## src/hdl/bfp_pkg.sv

```systemverilog
// Package for the beacon frame parser: constants, shared types and the CRC step.
// No dependencies.
package bfp_pkg;

    localparam int MAX_PAYLOAD = 64;
    localparam int NUM_BEACONS = 4;
    localparam int FRAME_DEPTH = MAX_PAYLOAD + 5;
    localparam int CNT_W       = $clog2(FRAME_DEPTH + 1);
    localparam int SLOT_W      = 4;
    localparam int NUM_SLOTS   = 1 << SLOT_W;
    localparam int BID_W       = $clog2(NUM_BEACONS);
    localparam int CFG_IDX_W   = 2;
    localparam int MEM_AW      = SLOT_W + 1;
    localparam int MEM_DEPTH   = 1 << MEM_AW;

    // Header and marker bytes.
    localparam logic [7:0] SOF_BYTE  = 8'h01;
    localparam logic [7:0] FUNC_BYTE = 8'h03;
    localparam logic [7:0] MARK_0    = 8'hAC;
    localparam logic [7:0] MARK_1    = 8'hDA;
    localparam logic [7:0] MARK_2    = 8'h00;
    localparam logic [7:0] MARK_3    = 8'h03;

    // Frame offsets of the position words and of the first distance slot.
    localparam int POS_OFS   = 39;
    localparam int DIST_OFS  = 7;
    localparam int MIN_TOTAL = 8;

    localparam logic [15:0] CRC_INIT = 16'hFFFF;
    localparam logic [15:0] CRC_POLY = 16'hA001;

    // Reset values of the beacon slot registers.
    localparam logic [SLOT_W-1:0] ID_RST [NUM_BEACONS] = '{4'd0, 4'd5, 4'd3, 4'd2};

    // One finished frame handed from the front to the back.
    typedef struct packed {
        logic               bank;
        logic [CNT_W-1:0]   total;
        logic signed [15:0] pos_east;
        logic signed [15:0] pos_north;
        logic signed [15:0] pos_up;
    } t_entry;

    // Write of one distance slot byte into the slot memory.
    typedef struct packed {
        logic              en;
        logic              bank;
        logic [SLOT_W-1:0] slot;
        logic              hi;
        logic [7:0]        data;
    } t_mem_wr;

    // One byte of the reflected Modbus CRC-16.
    function automatic logic [15:0] crc16_byte(input logic [15:0] crc, input logic [7:0] b);
        logic [15:0] c;
        c = crc ^ {8'h00, b};
        for (int k = 0; k < 8; k++) begin
            c = c[0] ? ((c >> 1) ^ CRC_POLY) : (c >> 1);
        end
        return c;
    endfunction

endpackage

```

## src/hdl/bfp_front.sv

```systemverilog
// Front part of the beacon frame parser: header hunt, byte capture and CRC check.
// Depends on bfp_pkg.
module bfp_front
    import bfp_pkg::*;
(
    input  logic    i_clk,
    input  logic    i_rst_n,
    input  logic    i_rx_valid,
    input  logic [7:0] i_rx_byte,
    output logic    o_rx_ready,
    input  logic    i_q_full,
    output logic    o_push,
    output t_entry  o_entry,
    output t_mem_wr o_mem_wr
);

    typedef enum logic [2:0] {
        PH_SOF, PH_FUNC, PH_LEN, PH_M0, PH_M1, PH_M2, PH_M3, PH_BODY
    } t_phase;

    t_phase             r_phase, n_phase;
    logic [CNT_W-1:0]   r_count;
    logic [7:0]         r_len;
    logic [7:0]         r_prev;
    logic [15:0]        r_crc;
    logic               r_bank;
    logic [7:0]         r_posb [6];

    logic               w_accept, w_store, w_feed, w_last, w_crc_ok, w_dist;
    logic [CNT_W-1:0]   w_n, w_total, w_dofs;
    logic [7:0]         w_len;
    logic [15:0]        w_crc_in;
    logic [7:0]         w_pb [6];

    // A word is taken whenever the queue has room for a finished frame.
    assign o_rx_ready = !i_q_full;
    assign w_accept   = i_rx_valid && !i_q_full;

    // Header recognition.
    always_comb begin
        n_phase = r_phase;
        w_store = 1'b0;
        case (r_phase)
            PH_SOF: begin
                if (i_rx_byte == SOF_BYTE) begin
                    w_store = 1'b1;
                    n_phase = PH_FUNC;
                end
            end
            PH_FUNC: begin
                w_store = (i_rx_byte == FUNC_BYTE);
                n_phase = w_store ? PH_LEN : PH_SOF;
            end
            PH_LEN: begin
                w_store = 1'b1;
                n_phase = (i_rx_byte > 8'(MAX_PAYLOAD)) ? PH_SOF : PH_M0;
            end
            PH_M0: begin
                w_store = (i_rx_byte == MARK_0);
                n_phase = w_store ? PH_M1 : PH_SOF;
            end
            PH_M1: begin
                w_store = (i_rx_byte == MARK_1);
                n_phase = w_store ? PH_M2 : PH_SOF;
            end
            PH_M2: begin
                w_store = (i_rx_byte == MARK_2);
                n_phase = w_store ? PH_M3 : PH_SOF;
            end
            PH_M3: begin
                w_store = (i_rx_byte == MARK_3);
                n_phase = w_store ? PH_BODY : PH_SOF;
            end
            PH_BODY: begin
                w_store = 1'b1;
                n_phase = w_last ? PH_SOF : PH_BODY;
            end
            default: begin
                n_phase = PH_SOF;
            end
        endcase
    end

    // Frame position, frame length and CRC feeding rule.
    always_comb begin
        w_n      = (r_phase == PH_SOF) ? '0 : r_count;
        w_len    = (r_phase == PH_LEN) ? i_rx_byte : r_len;
        w_total  = (w_len < 8'd3) ? CNT_W'(MIN_TOTAL) : CNT_W'(w_len) + CNT_W'(5);
        w_crc_in = (r_phase == PH_SOF) ? CRC_INIT : r_crc;
        w_feed   = (w_n < CNT_W'(3)) ||
                   ({1'b0, w_n} + (CNT_W+1)'(2) < {1'b0, w_total});
        w_last   = (r_phase == PH_BODY) && ({1'b0, w_n} + (CNT_W+1)'(1) == {1'b0, w_total});
        w_crc_ok = (r_crc[7:0] == r_prev) && (r_crc[15:8] == i_rx_byte);
    end

    // Position bytes as read at the end of the frame; the last byte bypasses.
    always_comb begin
        for (int k = 0; k < 6; k++) begin
            if (CNT_W'(POS_OFS + k) < w_total) begin
                w_pb[k] = (w_n == CNT_W'(POS_OFS + k)) ? i_rx_byte : r_posb[k];
            end else begin
                w_pb[k] = 8'h00;
            end
        end
    end

    assign o_push            = w_accept && w_last && w_crc_ok;
    assign o_entry.bank      = r_bank;
    assign o_entry.total     = w_total;
    assign o_entry.pos_east  = {w_pb[0], w_pb[1]};
    assign o_entry.pos_north = {w_pb[2], w_pb[3]};
    assign o_entry.pos_up    = {w_pb[4], w_pb[5]};

    // Distance slot bytes go to the back part's slot memory.
    assign w_dofs        = w_n - CNT_W'(DIST_OFS);
    assign w_dist        = (w_n >= CNT_W'(DIST_OFS)) &&
                           (w_n < CNT_W'(DIST_OFS + 2 * NUM_SLOTS));
    assign o_mem_wr.en   = w_accept && w_store && w_dist;
    assign o_mem_wr.bank = r_bank;
    assign o_mem_wr.slot = w_dofs[SLOT_W:1];
    assign o_mem_wr.hi   = w_n[0];
    assign o_mem_wr.data = i_rx_byte;

    // Parser state and captured bytes.
    always_ff @(posedge i_clk) begin
        if (!i_rst_n) begin
            r_phase <= PH_SOF;
            r_count <= '0;
            r_crc   <= CRC_INIT;
            r_bank  <= 1'b0;
        end else if (w_accept) begin
            r_phase <= n_phase;
            if (w_store) begin
                r_count <= w_n + CNT_W'(1);
                r_prev  <= i_rx_byte;
                r_crc   <= w_feed ? crc16_byte(w_crc_in, i_rx_byte) : w_crc_in;
                for (int k = 0; k < 6; k++) begin
                    if (w_n == CNT_W'(POS_OFS + k)) begin
                        r_posb[k] <= i_rx_byte;
                    end
                end
            end
            if (r_phase == PH_LEN) begin
                r_len <= i_rx_byte;
            end
            if (o_push) begin
                r_bank <= !r_bank;
            end
        end
    end

endmodule

```

## src/hdl/bfp_queue.sv

```systemverilog
// Two-entry queue of finished frames between the front and the back part.
// Depends on bfp_pkg.
module bfp_queue
    import bfp_pkg::*;
(
    input  logic   i_clk,
    input  logic   i_rst_n,
    input  logic   i_push,
    input  t_entry i_entry,
    input  logic   i_pop,
    output logic   o_valid,
    output logic   o_full,
    output t_entry o_entry
);

    t_entry     r_ent [2];
    logic       r_wp, r_rp;
    logic [1:0] r_cnt;

    assign o_valid = (r_cnt != 2'd0);
    assign o_full  = (r_cnt == 2'd2);
    assign o_entry = r_ent[r_rp];

    // Pointers and fill level.
    always_ff @(posedge i_clk) begin
        if (!i_rst_n) begin
            r_wp  <= 1'b0;
            r_rp  <= 1'b0;
            r_cnt <= 2'd0;
        end else begin
            if (i_push) begin
                r_ent[r_wp] <= i_entry;
                r_wp        <= !r_wp;
            end
            if (i_pop) begin
                r_rp <= !r_rp;
            end
            r_cnt <= r_cnt + 2'(i_push) - 2'(i_pop);
        end
    end

endmodule

```

## src/hdl/bfp_back.sv

```systemverilog
// Back part of the beacon frame parser: slot memory, distance lookup and result register.
// Depends on bfp_pkg.
module bfp_back
    import bfp_pkg::*;
(
    input  logic                 i_clk,
    input  logic                 i_rst_n,
    input  logic                 i_cfg_we,
    input  logic [CFG_IDX_W-1:0] i_cfg_idx,
    input  logic [SLOT_W-1:0]    i_cfg_data,
    input  t_mem_wr              i_mem_wr,
    input  logic                 i_q_valid,
    input  t_entry               i_q_entry,
    output logic                 o_q_pop,
    output logic                 o_res_valid,
    input  logic                 i_res_ready,
    output logic signed [15:0]   o_pos_east,
    output logic signed [15:0]   o_pos_north,
    output logic signed [15:0]   o_pos_up,
    output logic [15:0]          o_dist_a,
    output logic [15:0]          o_dist_b,
    output logic [15:0]          o_dist_c,
    output logic [15:0]          o_dist_d
);

    localparam int ISS_W = $clog2(NUM_BEACONS + 1);

    logic [7:0]          r_mem_hi [MEM_DEPTH];
    logic [7:0]          r_mem_lo [MEM_DEPTH];
    logic [7:0]          r_rd_hi, r_rd_lo;
    logic [SLOT_W-1:0]   r_id [NUM_BEACONS];
    logic [ISS_W-1:0]    r_issue;
    logic                r_rd_v, r_mhi, r_mlo;
    logic [BID_W-1:0]    r_rd_idx;
    logic [15:0]         r_dist [NUM_BEACONS];
    logic                r_res_valid;
    logic signed [15:0]  r_pos_east, r_pos_north, r_pos_up;
    logic [15:0]         r_out_dist [NUM_BEACONS];

    logic                w_issue, w_done, w_load;
    logic [SLOT_W-1:0]   w_rid;
    logic [MEM_AW-1:0]   w_raddr, w_waddr;
    logic [CNT_W-1:0]    w_hi_ofs;

    // Read address for the next beacon of the frame at the queue head.
    assign w_rid    = r_id[r_issue[BID_W-1:0]];
    assign w_raddr  = {i_q_entry.bank, w_rid};
    assign w_waddr  = {i_mem_wr.bank, i_mem_wr.slot};
    assign w_hi_ofs = CNT_W'(DIST_OFS) + CNT_W'({w_rid, 1'b0});

    assign w_issue = i_q_valid && (r_issue != ISS_W'(NUM_BEACONS));
    assign w_done  = i_q_valid && (r_issue == ISS_W'(NUM_BEACONS)) && !r_rd_v;
    assign w_load  = w_done && (!r_res_valid || i_res_ready);
    assign o_q_pop = w_load;

    // Slot memory, one bank per frame in flight, registered read.
    always_ff @(posedge i_clk) begin
        if (i_mem_wr.en && i_mem_wr.hi) begin
            r_mem_hi[w_waddr] <= i_mem_wr.data;
        end
        if (i_mem_wr.en && !i_mem_wr.hi) begin
            r_mem_lo[w_waddr] <= i_mem_wr.data;
        end
        r_rd_hi <= r_mem_hi[w_raddr];
        r_rd_lo <= r_mem_lo[w_raddr];
    end

    // Beacon slot registers, lookup sequencer and result register.
    always_ff @(posedge i_clk) begin
        if (!i_rst_n) begin
            r_id        <= ID_RST;
            r_issue     <= '0;
            r_rd_v      <= 1'b0;
            r_res_valid <= 1'b0;
        end else begin
            if (i_cfg_we) begin
                r_id[i_cfg_idx] <= i_cfg_data;
            end
            r_rd_v <= w_issue;
            if (w_issue) begin
                r_rd_idx <= r_issue[BID_W-1:0];
                r_mhi    <= (w_hi_ofs < i_q_entry.total);
                r_mlo    <= (w_hi_ofs + CNT_W'(1) < i_q_entry.total);
                r_issue  <= r_issue + ISS_W'(1);
            end else if (w_load) begin
                r_issue <= '0;
            end
            // Bytes beyond the end of the frame read as zero.
            if (r_rd_v) begin
                r_dist[r_rd_idx] <= {r_mhi ? r_rd_hi : 8'h00, r_mlo ? r_rd_lo : 8'h00};
            end
            if (w_load) begin
                r_res_valid <= 1'b1;
                r_pos_east  <= i_q_entry.pos_east;
                r_pos_north <= i_q_entry.pos_north;
                r_pos_up    <= i_q_entry.pos_up;
                r_out_dist  <= r_dist;
            end else if (i_res_ready) begin
                r_res_valid <= 1'b0;
            end
        end
    end

    assign o_res_valid = r_res_valid;
    assign o_pos_east  = r_pos_east;
    assign o_pos_north = r_pos_north;
    assign o_pos_up    = r_pos_up;
    assign o_dist_a    = r_out_dist[0];
    assign o_dist_b    = r_out_dist[1];
    assign o_dist_c    = r_out_dist[2];
    assign o_dist_d    = r_out_dist[3];

endmodule

```

## src/hdl/beacon_frame_parser_crc16_core.sv

```systemverilog
// Top level of the beacon frame parser with CRC-16 check.
// Depends on bfp_pkg, bfp_front, bfp_queue and bfp_back.
//
//   channel   direction  handshake                   word
//   rx        in         i_rx_valid / o_rx_ready     i_rx_byte
//   res       out        o_res_valid / i_res_ready   o_pos_*, o_dist_a..d
//   cfg       in         i_cfg_we                    i_cfg_idx, i_cfg_data
//
// One received byte is taken every cycle while o_rx_ready is high; the CRC and
// header check run per byte. A frame with a good CRC goes through the frame queue
// and four reads of the distance slot memory, one per beacon, to the output.
// Up to two good frames may wait; with both pending, o_rx_ready drops.
// Reset is synchronous and active low; no clearing pass is needed after it.
module beacon_frame_parser_crc16_core
    import bfp_pkg::*;
(
    input  logic                 i_clk,
    input  logic                 i_rst_n,
    input  logic                 i_rx_valid,
    output logic                 o_rx_ready,
    input  logic [7:0]           i_rx_byte,
    output logic                 o_res_valid,
    input  logic                 i_res_ready,
    output logic signed [15:0]   o_pos_east,
    output logic signed [15:0]   o_pos_north,
    output logic signed [15:0]   o_pos_up,
    output logic [15:0]          o_dist_a,
    output logic [15:0]          o_dist_b,
    output logic [15:0]          o_dist_c,
    output logic [15:0]          o_dist_d,
    input  logic                 i_cfg_we,
    input  logic [CFG_IDX_W-1:0] i_cfg_idx,
    input  logic [SLOT_W-1:0]    i_cfg_data
);

    logic    w_push, w_pop, w_q_valid, w_q_full;
    t_entry  w_push_entry, w_head_entry;
    t_mem_wr w_mem_wr;

    // Byte hunt and frame check.
    bfp_front u_front (
        .i_clk      (i_clk),
        .i_rst_n    (i_rst_n),
        .i_rx_valid (i_rx_valid),
        .i_rx_byte  (i_rx_byte),
        .o_rx_ready (o_rx_ready),
        .i_q_full   (w_q_full),
        .o_push     (w_push),
        .o_entry    (w_push_entry),
        .o_mem_wr   (w_mem_wr)
    );

    // Finished frames waiting for the back part.
    bfp_queue u_queue (
        .i_clk   (i_clk),
        .i_rst_n (i_rst_n),
        .i_push  (w_push),
        .i_entry (w_push_entry),
        .i_pop   (w_pop),
        .o_valid (w_q_valid),
        .o_full  (w_q_full),
        .o_entry (w_head_entry)
    );

    // Distance lookup and result register.
    bfp_back u_back (
        .i_clk       (i_clk),
        .i_rst_n     (i_rst_n),
        .i_cfg_we    (i_cfg_we),
        .i_cfg_idx   (i_cfg_idx),
        .i_cfg_data  (i_cfg_data),
        .i_mem_wr    (w_mem_wr),
        .i_q_valid   (w_q_valid),
        .i_q_entry   (w_head_entry),
        .o_q_pop     (w_pop),
        .o_res_valid (o_res_valid),
        .i_res_ready (i_res_ready),
        .o_pos_east  (o_pos_east),
        .o_pos_north (o_pos_north),
        .o_pos_up    (o_pos_up),
        .o_dist_a    (o_dist_a),
        .o_dist_b    (o_dist_b),
        .o_dist_c    (o_dist_c),
        .o_dist_d    (o_dist_d)
    );

endmodule

```

## config.mk

```make
export PLATFORM = sky130hd
export DESIGN_NAME = beacon_frame_parser_crc16_core
export DESIGN_NICKNAME = d
export VERILOG_FILES = /design/src/hdl/bfp_pkg.sv /design/src/hdl/bfp_front.sv /design/src/hdl/bfp_queue.sv /design/src/hdl/bfp_back.sv /design/src/hdl/beacon_frame_parser_crc16_core.sv
export SDC_FILE = /design/constraint.sdc
export NUM_CORES = 1
export LEC_CHECK = 0
export ABC_AREA = 1
export BUFFER_PORTS_ARGS = -buffer_cell sky130_fd_sc_hd__buf_4
export CAP_MARGIN = 30
export CORE_MARGIN = 8
export CORE_UTILIZATION = 25
export CTS_CLUSTER_DIAMETER = 30
export DETAILED_ROUTE_END_ITERATION = 8
export MAX_ROUTING_LAYER = met4
export SKIP_LAST_GASP = 1
export SLEW_MARGIN = 20
export SYNTH_ARGS = -nofsm -noshare
export SYNTH_HDL_FRONTEND = slang
export SYNTH_HIERARCHICAL = 1
export SYNTH_SLANG_ARGS = --single-unit
```

## constraint.sdc

```tcl
create_clock -name i_clk -period 13.6 [get_ports i_clk]
set_clock_uncertainty 0.1 [all_clocks]
set_input_delay 2.04 -clock i_clk [delete_from_list [all_inputs] [get_ports i_clk]]
set_output_delay 2.04 -clock i_clk [all_outputs]
set_load 0.02 [all_outputs]
```

==> flow_summary.ini <==
[outcome]
status = completed

[setup_path]
criticalPathCategory = primary input to flip-flop
setup.worst_path.start_class = primary input
cp_max_fo = 31
endpoint_kind = flip-flop
cp_slowest_stage_delay_ps = 800
r2r_slack_ps = 8350
reg2reg_depth = 13
path_delay_family = simple AND/OR/NAND/NOR gates
crit_buf_inv = 5
r2r_start = u_front/r_phase[2]
cp.required_ps = 13850
slowest_stage = nor3_1
crit_arrival_ps = 5980
crit_top_cell = buf_4
timing.rr.end = u_back/r_mem_hi[13][1]
crit_chain = buf_4 -> inv_1 -> nor2_1 -> inv_1 -> nor2_1 -> nand3_1 -> nand4_1 -> nand2_1 -> buf_4 -> nor4_1 -> nand2_1 -> buf_4 -> nor3_1

[logic_synthesis]
synth-simple-area-share_pct = 20.23
synth-edff-count = 868
yosysSeqAreaShare_pct = 67.41
synth_ff_type = edfxtp_1
muxShareOfSynthArea_pct = 1.918
synth_top_family_by_area = simple AND/OR/NAND/NOR gates
synthXorXnorAreaFrac_pct = 0.7652
synthCells = 3582
synth.distinct_cells = 55
async_reset_ff_share_pct = 0
synth_area_per_cell_um2 = 11.37
synth_compound_area_share_pct = 2.280
syn_nets = 3630
yosys_warnings = 6
synth_seq_cells = 937
synth_area_mm2 = 0.04071
synth_fa_ha_area_share_pct = 0.8912

[clock_network]
cts-root-buf = clkbuf_16
h-tree-depth = 4
cts_setup_buffers = 0
ctsHoldBuffers = 0
cts_tree = done
numCtsBuffers = 158
clk_pin_slew_worst_paths_ps = 60
cts_sinks = 937
clk_path_buf_depth = 3
worstSkewPairLatency_ps = 740
ctsResizeCount = 0

[power_and_ir_drop]
clockPowerShare_pct = 53.9
swShare_pct = 22.36
power_frac_comb_pct = 3.7
power_density_mw_per_mm2 = 149.8
p_sw_uw = 1662
seqPwrFrac_pct = 42.5
internal_power_uw = 5769
power.leakage_uw = 0.01893
ir_worst_vdd_mv = 0.1131

[placement]
portBuffers = 132
globalplace.congestion = 0.8562
dpl.hpwl_um = 65110
placed_area_mm2 = 0.04383

[routing]
routed_wl_um = 104800
firstDrtPassIters = 6
avgRoutedWirePerCell_um = 17.31
ant_nets = 0
vias = 26780
drt_iter0_markers = 2881
vias_per_cell = 4.425
drc = 0

[global_route]
overflow = 0
grt_pass1_wl_um = 159100
grt_max_degree = 125
grt.total_usage_pct = 11.81
grt_pass1_vias = 26100
antenna_found_initial = 5

[sta]
fin_crit_sh_pct = 42.08
period_needed_ps = 5723
relSlewSlack_pct = 32.81
finalSetupTns_ps = 0
finalSetupViolations = 0
hold_viol_final = 0
slew_violations = 0
worst_pin_slew_ps = 1002
clock.fmax_ghz = 0.1747
rsz0062_at_grt = false

[worst_hold_path]
hold_path_class = flip-flop to flip-flop
holdPathEnd = u_back/o_dist_a[10]
hp-start = u_back/r_dist[58]
holdPathStages = 0

[final_layout]
area_growth_pct = 21.86
num-fill-cells = 16440
layout-drive-gt1-share_pct = 15.64
nets = 3789
fin_area_mm2 = 0.04961

[floorplanning]
row_count = 148
ios = 133
chipHeight_um = 419.6
initial_core_util_pct = 25.10
fp.dieArea_mm2 = 0.1760
die_width_um = 419.6
coreArea_mm2 = 0.1622

[flow_run]
maxCapViolCount = 0
## through the flow
step / power (uW) / hold slack, ps / utilization (%) / setup WS, ps / std cells
2_1_floorplan: 3379 / 300.3 / - / 5290 / 3582
3_3_place_gp: 3475 / 302.2 / 26.94 / 7157 / 5730
3_5_place_dp: 3479 / 304.5 / 27.02 / 7095 / 5738
4_1_cts: 7497 / 309.0 / 30.40 / 7877 / 6032
5_1_grt: 7655 / 315.3 / 30.58 / 7586 / 6052
6_report: 7431 / 309.4 / 30.58 / 7877 / 6052
## cells in the mapped netlist, types with 19 or more instances
cell type,count,share of area (%)
a21oi_1,90,1.1
buf_1,19,0.18
buf_2,86,1.1
buf_4,39,0.72
clkbuf_1,36,0.33
dfxtp_1,69,3.4
edfxtp_1,868,64
ha_1,29,0.89
inv_1,408,3.8
mux2_4,40,1.5
nand2_1,749,6.9
nand3_1,414,5.1
nand3b_1,227,4.2
nor2_1,239,2.2
nor3_1,49,0.60
o21ai_0,25,0.31
o21ai_1,23,0.28
xor2_1,22,0.47
## power by group through the flow
stage,Clock [uW],Combinational (uW),Sequential [uW]
floorplan,0,169,3210
global placement,0,264,3210
detailed placement,0,267,3210
CTS,4070,268,3160
global route,4200,299,3150
finish,4000,272,3160
## cell usage in the layout (no fill, tap or decap), types with 23 or more instances in the layout
| cell | netlist | final |
|---|---|---|
| nand3b_1 | 227 | 227 |
| clkbuf_16 | 0 | 159 |
| o21ai_0 | 25 | 25 |
| inv_1 | 408 | 407 |
| edfxtp_1 | 868 | 868 |
| ha_1 | 29 | 29 |
| nand2_1 | 749 | 747 |
| mux2_4 | 40 | 40 |
| nor3_1 | 49 | 33 |
| nor2_1 | 239 | 237 |
| buf_4 | 39 | 162 |
| nand3_1 | 414 | 414 |
| dfxtp_1 | 69 | 68 |
| a21oi_1 | 90 | 90 |
| o21ai_1 | 23 | 23 |
## final cells by class
class                           count  area [um2]  share of cell area (%)
Sequential cell                   937       27450                   55.33
Clock buffer                      176        4043                   8.148
Inverter                          431        1627                   3.279
Tap cell                         2175        2721                   5.485
Clock inverter                    118        1446                   2.915
Antenna cell                        2       5.005                 0.01009
Multi-Input combinational cell   2026       10760                   21.69
Timing Repair Buffer              187        1558                   3.140
## worst max path at each step
stage | slack [ps] | start | cells past startpoint | end
after CTS | 7880 | i_rx_byte[5] | 16 | u_queue/r_ent[1][31]
after global placement | 7160 | i_rx_byte[5] | 15 | u_back/r_mem_hi[23][4]
after detailed placement | 7100 | i_rx_byte[5] | 16 | u_queue/r_ent[1][27]
after floorplan | 5290 | i_rx_byte[1] | 12 | u_queue/r_ent[1][0]
after global routing | 7590 | i_rx_byte[0] | 13 | u_back/r_mem_hi[9][2]
final | 7880 | i_rx_byte[0] | 13 | u_back/r_mem_hi[9][2]
## layer usage
layer	GRT usage, %	wire (um)	vias up
li1	-	-	12530
met1	15.35	45400	13090
met2	18.88	50110	964
met3	1.837	6599	202
met4	3.986	2664	0
met5	-	0	-
## worst register-to-register path: stages, from the launching register on
cell      delay, ps
dfxtp_1         480
inv_2           200
nand2_2         300
inv_2           240
nor2_1          500
ha_1            300
inv_1            80
nor2_1          140
inv_1           100
nand2_1          90
xor2_1          710
nand3_1         700
nor3_1          730
clkbuf_2        270
## kinds of logic after synthesis
family | after synthesis
AOI/OAI and AO/OA | 163
xor gates and xnor gates | 33
adders and majority gates | 29
buffers and inverters | 619
DFF | 937
muxes | 56
other | 1
and+or+nand+nor | 1744
## state kept, by name, indices dropped and copies added, names as in the netlist, 3 cells and up, named ones only
signal	flops
u_back/r_mem_hi	256
u_back/r_dist	64
u_back/o_dist_c	16
u_back/o_pos_north	16
u_back/o_dist_b	16
u_back/r_issue	3
u_front/r_phase	3
u_back/o_dist_d	16
u_front/r_len	8
u_back/r_mem_lo	256
u_front/r_posb	48
u_back/r_rd_lo	8
u_back/o_pos_up	16
u_front/r_crc	16
u_back/o_pos_east	16
u_front/r_prev	8
u_queue/r_ent	112
u_front/r_count	7
u_back/r_rd_hi	8
u_back/o_dist_a	16
u_back/r_id	16
No activity file was read; power rests on OpenSTA's default activity.
